[config.mk]
export PLATFORM = sky130hd
export DESIGN_NAME = first_fit_extent_allocator_core
export DESIGN_NICKNAME = d
export VERILOG_FILES = /design/src/hw/rtl/ffea_pkg.sv /design/src/hw/rtl/first_fit_extent_allocator_core.sv /design/src/hw/rtl/ffea_cell.sv
export SDC_FILE = /design/constraint.sdc
export NUM_CORES = 2
export LEC_CHECK = 0
export ABC_AREA = 1
export BUFFER_PORTS_ARGS = -buffer_cell sky130_fd_sc_hd__buf_2
export CAP_MARGIN = 20
export CORE_ASPECT_RATIO = 0.7
export CORE_MARGIN = 1
export CORE_UTILIZATION = 53
export CTS_BUF_LIST = sky130_fd_sc_hd__clkbuf_8
export DETAILED_ROUTE_END_ITERATION = 16
export PLACE_DENSITY_LB_ADDON = 0.15
export SLEW_MARGIN = 20
export SYNTH_ARGS = -nofsm -noshare
export SYNTH_HDL_FRONTEND = slang
export SYNTH_SLANG_ARGS = --single-unit
export TNS_END_PERCENT = 20
[constraint.sdc]
create_clock -name clk_i -period 31.2 [get_ports clk_i]
set_input_delay 0 -clock clk_i [delete_from_list [all_inputs] [get_ports clk_i]]
set_output_delay 0 -clock clk_i [all_outputs]
set_load 0.1 [all_outputs]
[src/hw/rtl/ffea_pkg.sv]
// ----------------------------------------------------------------------------
// ffea_pkg: shared types and constants of the first-fit extent allocator
// Extent record, request/response beats, operation and status codes.
// ----------------------------------------------------------------------------
package ffea_pkg;

  // table geometry
  localparam int MaxExtents = 32;
  localparam int IdxW       = $clog2(MaxExtents);
  localparam int CntW       = $clog2(MaxExtents + 1);
  localparam int GranW      = 20;
  localparam int SizeW      = 20;
  localparam int LenW       = 21;
  localparam int BytesW     = 24;
  localparam int ReqGW      = 21;

  localparam logic [GranW-1:0] AddrMask = '1;
  localparam logic [SizeW:0]   SizeMax  = {1'b0, {SizeW{1'b1}}};

  // operation codes
  localparam logic [1:0] FnAlloc = 2'd0;
  localparam logic [1:0] FnFree  = 2'd1;
  localparam logic [1:0] FnInit  = 2'd2;

  // status codes
  localparam logic [1:0] StOk    = 2'd0;
  localparam logic [1:0] StIgn   = 2'd1;
  localparam logic [1:0] StNoFit = 2'd2;
  localparam logic [1:0] StFull  = 2'd3;

  // one free extent: header granule and payload size
  typedef struct packed {
    logic [GranW-1:0] start;
    logic [SizeW-1:0] size;
  } extent_t;

  typedef struct packed {
    logic [1:0]        func;
    logic [BytesW-1:0] request_bytes;
    logic [GranW-1:0]  block_addr;
    logic [SizeW-1:0]  block_granules;
  } req_t;

  typedef struct packed {
    logic [1:0]       status;
    logic [GranW-1:0] grant_addr;
    logic [SizeW-1:0] grant_granules;
  } rsp_t;

endpackage

[src/hw/rtl/first_fit_extent_allocator_core.sv]
// ----------------------------------------------------------------------------
// first_fit_extent_allocator_core: first-fit allocator with coalescing
// Alloc makes one full rotation of the extent ring, one entry per cycle; free
//   runs a prep step and then the same rotation; a free refused at the head
//   of a full table, init, zero request, null free and unused codes skip the
//   rotation. One operation at a time; the next beat is taken while a result
//   waits.
// Reset: extent table empty, base granule 1, length 4096; ring data not cleared.
// ----------------------------------------------------------------------------
module first_fit_extent_allocator_core (
  input  logic                       clk_i,
  input  logic                       rst_ni,
  // request channel
  input  logic                       in_valid_i,
  output logic                       in_ready_o,
  input  ffea_pkg::req_t             in_data_i,
  // response channel
  output logic                       out_valid_o,
  input  logic                       out_ready_i,
  output ffea_pkg::rsp_t             out_data_o,
  // configuration port
  input  logic                       psel,
  input  logic                       penable,
  input  logic                       pwrite,
  input  logic [2:0]                 paddr,
  input  logic [31:0]                pwdata,
  output logic [31:0]                prdata,
  output logic                       pready
);

  localparam int N = ffea_pkg::MaxExtents;

  // sequencer states
  localparam logic [1:0] SIdle = 2'd0;
  localparam logic [1:0] SPrep = 2'd1;
  localparam logic [1:0] SScan = 2'd2;
  localparam logic [1:0] SDone = 2'd3;

  // per-cycle ring edit modes
  localparam logic [2:0] PCopy  = 3'd0;
  localparam logic [2:0] PSkip  = 3'd1;
  localparam logic [2:0] PSubst = 3'd2;
  localparam logic [2:0] PIns   = 3'd3;
  localparam logic [2:0] PCarry = 3'd4;

  // ---------------------------------------------------------------- config
  logic [ffea_pkg::GranW-1:0] base_q;
  logic [ffea_pkg::LenW-1:0]  len_q;

  always_ff @(posedge clk_i or negedge rst_ni) begin
    if (!rst_ni) begin
      base_q <= ffea_pkg::GranW'(1);
      len_q  <= ffea_pkg::LenW'(4096);
    end else if (psel && penable && pwrite) begin
      if (paddr[2]) begin
        len_q <= pwdata[ffea_pkg::LenW-1:0];
      end else begin
        base_q <= pwdata[ffea_pkg::GranW-1:0];
      end
    end
  end

  assign pready = 1'b1;
  assign prdata = paddr[2] ? 32'(len_q) : 32'(base_q);

  // ---------------------------------------------------------------- registers
  logic [1:0]                 state_q, state_d;
  logic [1:0]                 func_q, func_d;
  logic [ffea_pkg::ReqGW-1:0] g_q, g_d;
  logic [ffea_pkg::SizeW-1:0] bs_q, bs_d;
  logic [ffea_pkg::GranW-1:0] hdr_q, hdr_d;
  logic [ffea_pkg::LenW-1:0]  end_q, end_d;
  logic                       found_q, found_d;
  logic [2:0]                 pend_q, pend_d;
  ffea_pkg::extent_t          carry_q, carry_d;
  ffea_pkg::extent_t          newe_q, newe_d;
  logic [ffea_pkg::IdxW-1:0]  k_q, k_d;
  logic [ffea_pkg::CntW-1:0]  cnt_q, cnt_d;
  logic [ffea_pkg::CntW-1:0]  cnt_new_q, cnt_new_d;
  ffea_pkg::rsp_t             res_q, res_d;
  logic                       out_valid_q, out_valid_d;
  ffea_pkg::rsp_t             out_q, out_d;

  // ---------------------------------------------------------------- ring
  ffea_pkg::extent_t ext [N];
  ffea_pkg::extent_t push;
  ffea_pkg::extent_t init_ext;
  logic              shift_en;
  logic              init_load;

  for (genvar i = 0; i < N; i++) begin : g_cell
    ffea_pkg::extent_t nb;
    if (i == N - 1) begin : g_tail
      assign nb = push;
    end else begin : g_mid
      assign nb = ext[i+1];
    end
    ffea_cell u_cell (
      .clk_i       (clk_i),
      .shift_i     (shift_en),
      .shift_data_i(nb),
      .load_i      ((i == 0) && init_load),
      .load_data_i (init_ext),
      .ext_o       (ext[i])
    );
  end

  ffea_pkg::extent_t head, nxt;
  assign head = ext[0];
  assign nxt  = ext[1];

  // ---------------------------------------------------------------- request prep
  logic                       in_fire;
  logic [ffea_pkg::LenW-1:0]  lim;
  logic [ffea_pkg::SizeW-1:0] bs_in;
  logic [ffea_pkg::BytesW:0]  bytes_up;
  logic [ffea_pkg::LenW-1:0]  init_size;
  logic [ffea_pkg::GranW-1:0] room;
  logic                       init_ok;

  assign in_fire  = in_valid_i && in_ready_o;
  assign lim      = ffea_pkg::LenW'(1) << ffea_pkg::GranW;
  assign bytes_up = (ffea_pkg::BytesW+1)'(in_data_i.request_bytes) + (ffea_pkg::BytesW+1)'(15);

  always_comb begin
    logic [ffea_pkg::LenW-1:0] l;
    l = lim - ffea_pkg::LenW'(in_data_i.block_addr);
    bs_in = (ffea_pkg::LenW'(in_data_i.block_granules) > l) ?
            l[ffea_pkg::SizeW-1:0] : in_data_i.block_granules;
  end

  // init extent from configuration
  assign init_ok   = (len_q >= ffea_pkg::LenW'(2)) && (base_q != ffea_pkg::AddrMask);
  assign room      = ffea_pkg::AddrMask - base_q;
  assign init_size = len_q - ffea_pkg::LenW'(1);
  always_comb begin
    init_ext.start = base_q;
    init_ext.size  = (init_size > ffea_pkg::LenW'(room)) ? room : init_size[ffea_pkg::SizeW-1:0];
  end

  // ---------------------------------------------------------------- scan terms
  logic                      live, has_nxt;
  logic [ffea_pkg::SizeW+1:0] g2;
  logic [ffea_pkg::LenW-1:0] fwd_sz0, fwd_szn, m, back_end, back_sz;
  logic                      fwd0, pos0, posk, fwdk, backk;

  assign live    = ffea_pkg::CntW'(k_q) < cnt_q;
  assign has_nxt = (ffea_pkg::CntW'(k_q) + ffea_pkg::CntW'(1)) < cnt_q;
  assign g2      = (ffea_pkg::SizeW+2)'(g_q) + (ffea_pkg::SizeW+2)'(2);

  // forward merge at position 0 (prep cycle)
  assign fwd_sz0 = ffea_pkg::LenW'(bs_q) + ffea_pkg::LenW'(1) + ffea_pkg::LenW'(head.size);
  assign fwd0    = (cnt_q != '0) && (ffea_pkg::LenW'(head.start) == end_q) &&
                   (fwd_sz0 <= ffea_pkg::SizeMax);
  assign pos0    = (cnt_q == '0) || (head.start >= hdr_q);

  // insertion point after head
  assign fwd_szn  = ffea_pkg::LenW'(bs_q) + ffea_pkg::LenW'(1) + ffea_pkg::LenW'(nxt.size);
  assign posk     = (head.start < hdr_q) && (!has_nxt || (nxt.start >= hdr_q));
  assign fwdk     = has_nxt && (ffea_pkg::LenW'(nxt.start) == end_q) &&
                    (fwd_szn <= ffea_pkg::SizeMax);
  assign m        = fwdk ? fwd_szn : ffea_pkg::LenW'(bs_q);
  assign back_end = ffea_pkg::LenW'(head.start) + ffea_pkg::LenW'(1) + ffea_pkg::LenW'(head.size);
  assign back_sz  = ffea_pkg::LenW'(head.size) + ffea_pkg::LenW'(1) + m;
  assign backk    = (back_end == ffea_pkg::LenW'(hdr_q)) && (back_sz <= ffea_pkg::SizeMax);

  // ---------------------------------------------------------------- sequencer
  always_comb begin
    state_d     = state_q;
    func_d      = func_q;
    g_d         = g_q;
    bs_d        = bs_q;
    hdr_d       = hdr_q;
    end_d       = end_q;
    found_d     = found_q;
    pend_d      = pend_q;
    carry_d     = carry_q;
    newe_d      = newe_q;
    k_d         = k_q;
    cnt_d       = cnt_q;
    cnt_new_d   = cnt_new_q;
    res_d       = res_q;
    out_valid_d = out_valid_q;
    out_d       = out_q;
    push        = head;
    shift_en    = 1'b0;
    init_load   = 1'b0;

    if (out_valid_q && out_ready_i) begin
      out_valid_d = 1'b0;
    end

    case (state_q)
      SIdle: begin
        if (in_fire) begin
          func_d    = in_data_i.func;
          g_d       = bytes_up[ffea_pkg::BytesW:4];
          bs_d      = bs_in;
          hdr_d     = in_data_i.block_addr - ffea_pkg::GranW'(1);
          end_d     = ffea_pkg::LenW'(in_data_i.block_addr) + ffea_pkg::LenW'(bs_in);
          found_d   = 1'b0;
          pend_d    = PCopy;
          k_d       = '0;
          cnt_new_d = cnt_q;
          res_d     = '0;
          case (in_data_i.func)
            ffea_pkg::FnAlloc: begin
              if (in_data_i.request_bytes == '0) begin
                res_d.status = ffea_pkg::StIgn;
                state_d      = SDone;
              end else begin
                res_d.status = ffea_pkg::StNoFit;
                state_d      = SScan;
              end
            end
            ffea_pkg::FnFree: begin
              if (in_data_i.block_addr == '0) begin
                res_d.status = ffea_pkg::StIgn;
                state_d      = SDone;
              end else begin
                res_d.status = ffea_pkg::StOk;
                state_d      = SPrep;
              end
            end
            ffea_pkg::FnInit: begin
              init_load    = init_ok;
              cnt_new_d    = init_ok ? ffea_pkg::CntW'(1) : '0;
              res_d.status = ffea_pkg::StOk;
              state_d      = SDone;
            end
            default: begin
              res_d.status = ffea_pkg::StIgn;
              state_d      = SDone;
            end
          endcase
        end
      end

      // free: decide the case where the block lands at position 0
      SPrep: begin
        state_d = SScan;
        if (fwd0) begin
          found_d = 1'b1;
          pend_d  = PSubst;
          newe_d  = '{start: hdr_q, size: fwd_sz0[ffea_pkg::SizeW-1:0]};
        end else if (pos0) begin
          found_d = 1'b1;
          if (cnt_q >= ffea_pkg::CntW'(N)) begin
            res_d.status = ffea_pkg::StFull;
            state_d      = SDone;
          end else begin
            pend_d    = PIns;
            newe_d    = '{start: hdr_q, size: bs_q};
            cnt_new_d = cnt_q + ffea_pkg::CntW'(1);
          end
        end
      end

      // one ring rotation, one entry per cycle
      SScan: begin
        shift_en = 1'b1;
        case (pend_q)
          PCopy: push = head;
          PSkip: push = nxt;
          PSubst: begin
            push   = newe_q;
            pend_d = PCopy;
          end
          PIns: begin
            push    = newe_q;
            carry_d = head;
            pend_d  = PCarry;
          end
          PCarry: begin
            push    = carry_q;
            carry_d = head;
          end
          default: push = head;
        endcase

        if (!found_q && live) begin
          if (func_q == ffea_pkg::FnAlloc) begin
            if (ffea_pkg::ReqGW'(head.size) >= g_q) begin
              found_d          = 1'b1;
              res_d.status     = ffea_pkg::StOk;
              res_d.grant_addr = head.start + ffea_pkg::GranW'(1);
              if ((ffea_pkg::SizeW+2)'(head.size) >= g2) begin
                push.start           = head.start + ffea_pkg::GranW'(1) +
                                       g_q[ffea_pkg::GranW-1:0];
                push.size            = head.size - g_q[ffea_pkg::SizeW-1:0] -
                                       ffea_pkg::SizeW'(1);
                res_d.grant_granules = g_q[ffea_pkg::SizeW-1:0];
              end else begin
                push                 = nxt;
                pend_d               = PSkip;
                res_d.grant_granules = head.size;
                cnt_new_d            = cnt_q - ffea_pkg::CntW'(1);
              end
            end
          end else if (posk) begin
            found_d = 1'b1;
            if (backk) begin
              push.size = back_sz[ffea_pkg::SizeW-1:0];
              if (fwdk) begin
                pend_d    = PSkip;
                cnt_new_d = cnt_q - ffea_pkg::CntW'(1);
              end
            end else if (fwdk) begin
              pend_d = PSubst;
              newe_d = '{start: hdr_q, size: m[ffea_pkg::SizeW-1:0]};
            end else if (cnt_q >= ffea_pkg::CntW'(N)) begin
              res_d.status = ffea_pkg::StFull;
            end else begin
              pend_d    = PIns;
              newe_d    = '{start: hdr_q, size: bs_q};
              cnt_new_d = cnt_q + ffea_pkg::CntW'(1);
            end
          end
        end

        k_d = k_q + ffea_pkg::IdxW'(1);
        if (k_q == ffea_pkg::IdxW'(N - 1)) begin
          state_d = SDone;
        end
      end

      // hand the result to the output register
      SDone: begin
        if (!out_valid_q || out_ready_i) begin
          out_d       = res_q;
          out_valid_d = 1'b1;
          cnt_d       = cnt_new_q;
          state_d     = SIdle;
        end
      end

      default: state_d = SIdle;
    endcase
  end

  // control state
  always_ff @(posedge clk_i or negedge rst_ni) begin
    if (!rst_ni) begin
      state_q     <= SIdle;
      cnt_q       <= '0;
      out_valid_q <= 1'b0;
    end else begin
      state_q     <= state_d;
      cnt_q       <= cnt_d;
      out_valid_q <= out_valid_d;
    end
  end

  // working payload
  always_ff @(posedge clk_i) begin
    func_q    <= func_d;
    g_q       <= g_d;
    bs_q      <= bs_d;
    hdr_q     <= hdr_d;
    end_q     <= end_d;
    found_q   <= found_d;
    pend_q    <= pend_d;
    carry_q   <= carry_d;
    newe_q    <= newe_d;
    k_q       <= k_d;
    cnt_new_q <= cnt_new_d;
    res_q     <= res_d;
    out_q     <= out_d;
  end

  assign in_ready_o  = (state_q == SIdle);
  assign out_valid_o = out_valid_q;
  assign out_data_o  = out_q;

endmodule

[src/hw/rtl/ffea_cell.sv]
// ----------------------------------------------------------------------------
// ffea_cell: one slot of the extent ring
// Takes its neighbor's extent when the ring shifts, or a direct load.
// ----------------------------------------------------------------------------
module ffea_cell (
  input  logic              clk_i,
  input  logic              shift_i,
  input  ffea_pkg::extent_t shift_data_i,
  input  logic              load_i,
  input  ffea_pkg::extent_t load_data_i,
  output ffea_pkg::extent_t ext_o
);

  ffea_pkg::extent_t ext_q, ext_d;

  // shift has priority over a direct load
  always_comb begin
    ext_d = ext_q;
    if (shift_i) begin
      ext_d = shift_data_i;
    end else if (load_i) begin
      ext_d = load_data_i;
    end
  end

  always_ff @(posedge clk_i) begin
    ext_q <= ext_d;
  end

  assign ext_o = ext_q;

endmodule

==> flow_summary.yaml <==
finish:
  areaGrowthSynthToFinish_pct: 13.4
  layout_common_cells: "edfxtp_1 (1543), nand2_1 (930), inv_1 (564)"
  utilization_pct: 60.8
  nets: 6186
  drive_above_1_share_pct: 9.49
  final_common_cell: "edfxtp_1"
clock_tree:
  numCtsBuffers: 223
  cts_setup_buffers: 0
  htreeDepth: 4
  clk_latency_ns: 0.98
  cts_resized: 0
  clkTransAtPathRegs_ns: 0.06
  cts_sinks: 1593
  cts_tree: "built"
  cts-root-buf: "clkbuf_8"
  holdBufCountCts: 210
  clock_path_buffers: 3
route:
  drcViolationCount: 0
  detail-route-antenna-nets: 0
  routedWlPerCell_um: 22.7
  viasPerCell: 5.61
  drt_iter0_drc: 5269
  dr.pass1.iters: 9
  routed_wirelength_mm: 173
  vias: 42900
floorplan:
  fp.coreArea_um2: 127000
  dieArea_um2: 129000
  initial_utilization_pct: 53.6
  ios: 185
  die_h_um: 301
  fp.dieW_um: 430
  num_rows: 109
logic_synthesis:
  synth_area_um2: 67800
  syn-mean-instance-area_um2: 12.8
  yosys.area_share.xor_xnor_pct: 3.04
  synth_fa_ha_area_share_pct: 5.08
  ys_ff_latch: 1593
  async_reset_ff_share_pct: 3.14
  synthFlopType: "edfxtp_1"
  muxShareOfSynthArea_pct: 0.149
  yosysSeqAreaShare_pct: 70.2
  yosysWarningCount: 0
  synth_compound_area_share_pct: 7.97
  synth_top_family_by_area: "simple AND/OR/NAND/NOR gates"
  yosys.area_share.simple_pct: 9.84
  ys_types: 72
  synth_edf_count: 1543
  syn_inst: 5285
setup_path:
  crit_path_start_kind: "flop"
  rr_endpoint: "g_cell[31].u_cell.ext_o[18]$_DFFE_PP_"
  cp.arrival_ns: 9.91
  max_stage_delay_ns: 0.68
  reg2reg_depth: 41
  regToRegSetupSlack_ns: 22.07
  rr_startpoint: "bs_q[2]$_DFFE_PP_"
  worstSetupPathType: "reg -> reg"
  cpMaxStageDelayCell: "nor4_1"
  cp_max_fo: 45
  required_ns: 31.99
  end_kind: "flop"
timing:
  final.setup.tns_ns: 0
  relSlewSlack_pct: 26.2
  skew_ns: 0.0575
  period_needed_ns: 9.13
  fin_ws_ns: 22.07
  slew_viol_final: 0
  grt_setup_unrepaired: "no"
  setup_viol: 0
  tightest_slew_ns: 1.10
  max_freq_mhz: 110
  fin_crit_sh_pct: 29.3
  hold_viol_final: 0
worst_hold_path:
  hp-start: "in_data_i[29]"
  whs_path_depth: 4
  hold_end: "hdr_q[11]$_DFFE_PP_"
  hp-class: "in -> reg"
place:
  place.gp.congestion: 0.969
  hpwl_mm: 118
  preCtsSetupSlack_ns: 22.13
  io_buffers: 159
power:
  irDropWorstVdd_v: 0.000105
  leakagePower_uw: 0.0297
  power_density_nw_per_um2: 112
grt:
  grt_max_degree: 200
  track_usage_pct: 26.8
  antenna_found_initial: 10
  grt_pass1_vias: 39800
  grt_pass1_wl_mm: 255
  overflow: 0
flow_run:
  drv_cap: 0
outcome:
  run_status: "finished, final reports clean"
==> per-stage QoR <==
step                      hold slack, ns  power (µW)  cells  instance area, µm²
after global placement             0.174        6990   7035               70600
after detailed placement           0.187        7030   7035               70600
final                              0.108        8630   7654               76900
after CTS                        0.00157        8620   7648               76900
after global routing              0.0711        9110   7653               76900
after floorplan                   -0.296        6440   5295               67900
==> layout make-up <==
type,count,area [µm²]
clock inverters,174,996
repair buffers,425,3360
flip-flops and latches,1593,47600
inverters,509,1920
diodes,4,10.0
well taps,1665,2080
clock buffers,229,3150
fillers,9982,49600
multi-input cells,3055,17800
==> synthesized netlist by cell type (31+ instances only) <==
library cell / number / area, µm²
edfxtp_1: 1543 / 46300
nand2_1: 932 / 3500
inv_1: 496 / 1860
o21ai_0: 387 / 1940
a21oi_1: 329 / 1650
nor2_1: 275 / 1030
ha_1: 264 / 3300
xor2_1: 159 / 1390
nand3_1: 152 / 761
clkbuf_1: 86 / 323
xnor2_1: 73 / 639
nor3_1: 65 / 325
nand4_1: 52 / 325
dfrtp_1: 48 / 1200
o211ai_1: 46 / 345
o21ai_1: 31 / 155
==> how the worst max path moves through the flow <==
stage,startpoint,endpoint,cells after the start
3_5_place_dp,bs_q[2]$_DFFE_PP_,cnt_new_q[4]$_DFFE_PP_,37
2_1_floorplan,state_q[0]$_DFFE_PN0P_,carry_q[0]$_DFFE_PP_,7
5_1_grt,bs_q[2]$_DFFE_PP_,g_cell[31].u_cell.ext_o[18]$_DFFE_PP_,41
4_1_cts,bs_q[2]$_DFFE_PP_,cnt_new_q[4]$_DFFE_PP_,37
3_3_place_gp,bs_q[2]$_DFFE_PP_,cnt_new_q[4]$_DFFE_PP_,37
6_report,bs_q[2]$_DFFE_PP_,g_cell[31].u_cell.ext_o[18]$_DFFE_PP_,41
==> critical path, delay by kind of cell (launching register included) <==
| kind | cells | cell delay (ns) |
|---|---|---|
| flip-flops | 1 | 0.45 |
| XOR/XNOR | 1 | 0.18 |
| AO/OA/AOI/OAI | 6 | 1.34 |
| adder cells (fa/ha/maj) | 2 | 0.66 |
| AND/OR/NAND/NOR | 25 | 5.25 |
| buffers and inverters | 7 | 1.04 |
==> power breakdown <==
part | leakage [µW] | internal [µW] | total, µW | switching (µW)
Sequential | 0.0152 | 3690 | 4150 | 461
Combinational | 0.0122 | 794 | 2960 | 2160
Clock | 0.00238 | 737 | 1520 | 784
Total | 0.0297 | 5220 | 8630 | 3410
==> per-layer routing <==
metal / up-vias / global-route usage [%] / wire [µm]
met1: 20800 / 42.3 / 82500
met4: 0 / 7.57 / 3640
li1: 20000 / - / -
met5: - / 0 / 0
met3: 270 / 7.38 / 17700
met2: 1911 / 36.1 / 69700
==> registers in the layout (all words and copies together), names as in the netlist, 21 cells and up <==
| name | count |
|---|---|
| res_q | 42 |
| newe_q | 40 |
| end_q | 21 |
| g_cell.u_cell.ext_o | 1280 |
| carry_q | 40 |
| g_q | 21 |
| len_q | 21 |
| out_data_o | 42 |
==> cell families after synthesis <==
family / after synthesis
flip-flops: 1593
buffers and inverters: 647
AO/OA/AOI/OAI: 963
XOR/XNOR: 234
adder cells (fa/ha/maj): 271
multiplexers: 10
other: 2
AND/OR/NAND/NOR: 1565
Note: power is estimated with default switching activity, not from simulation.
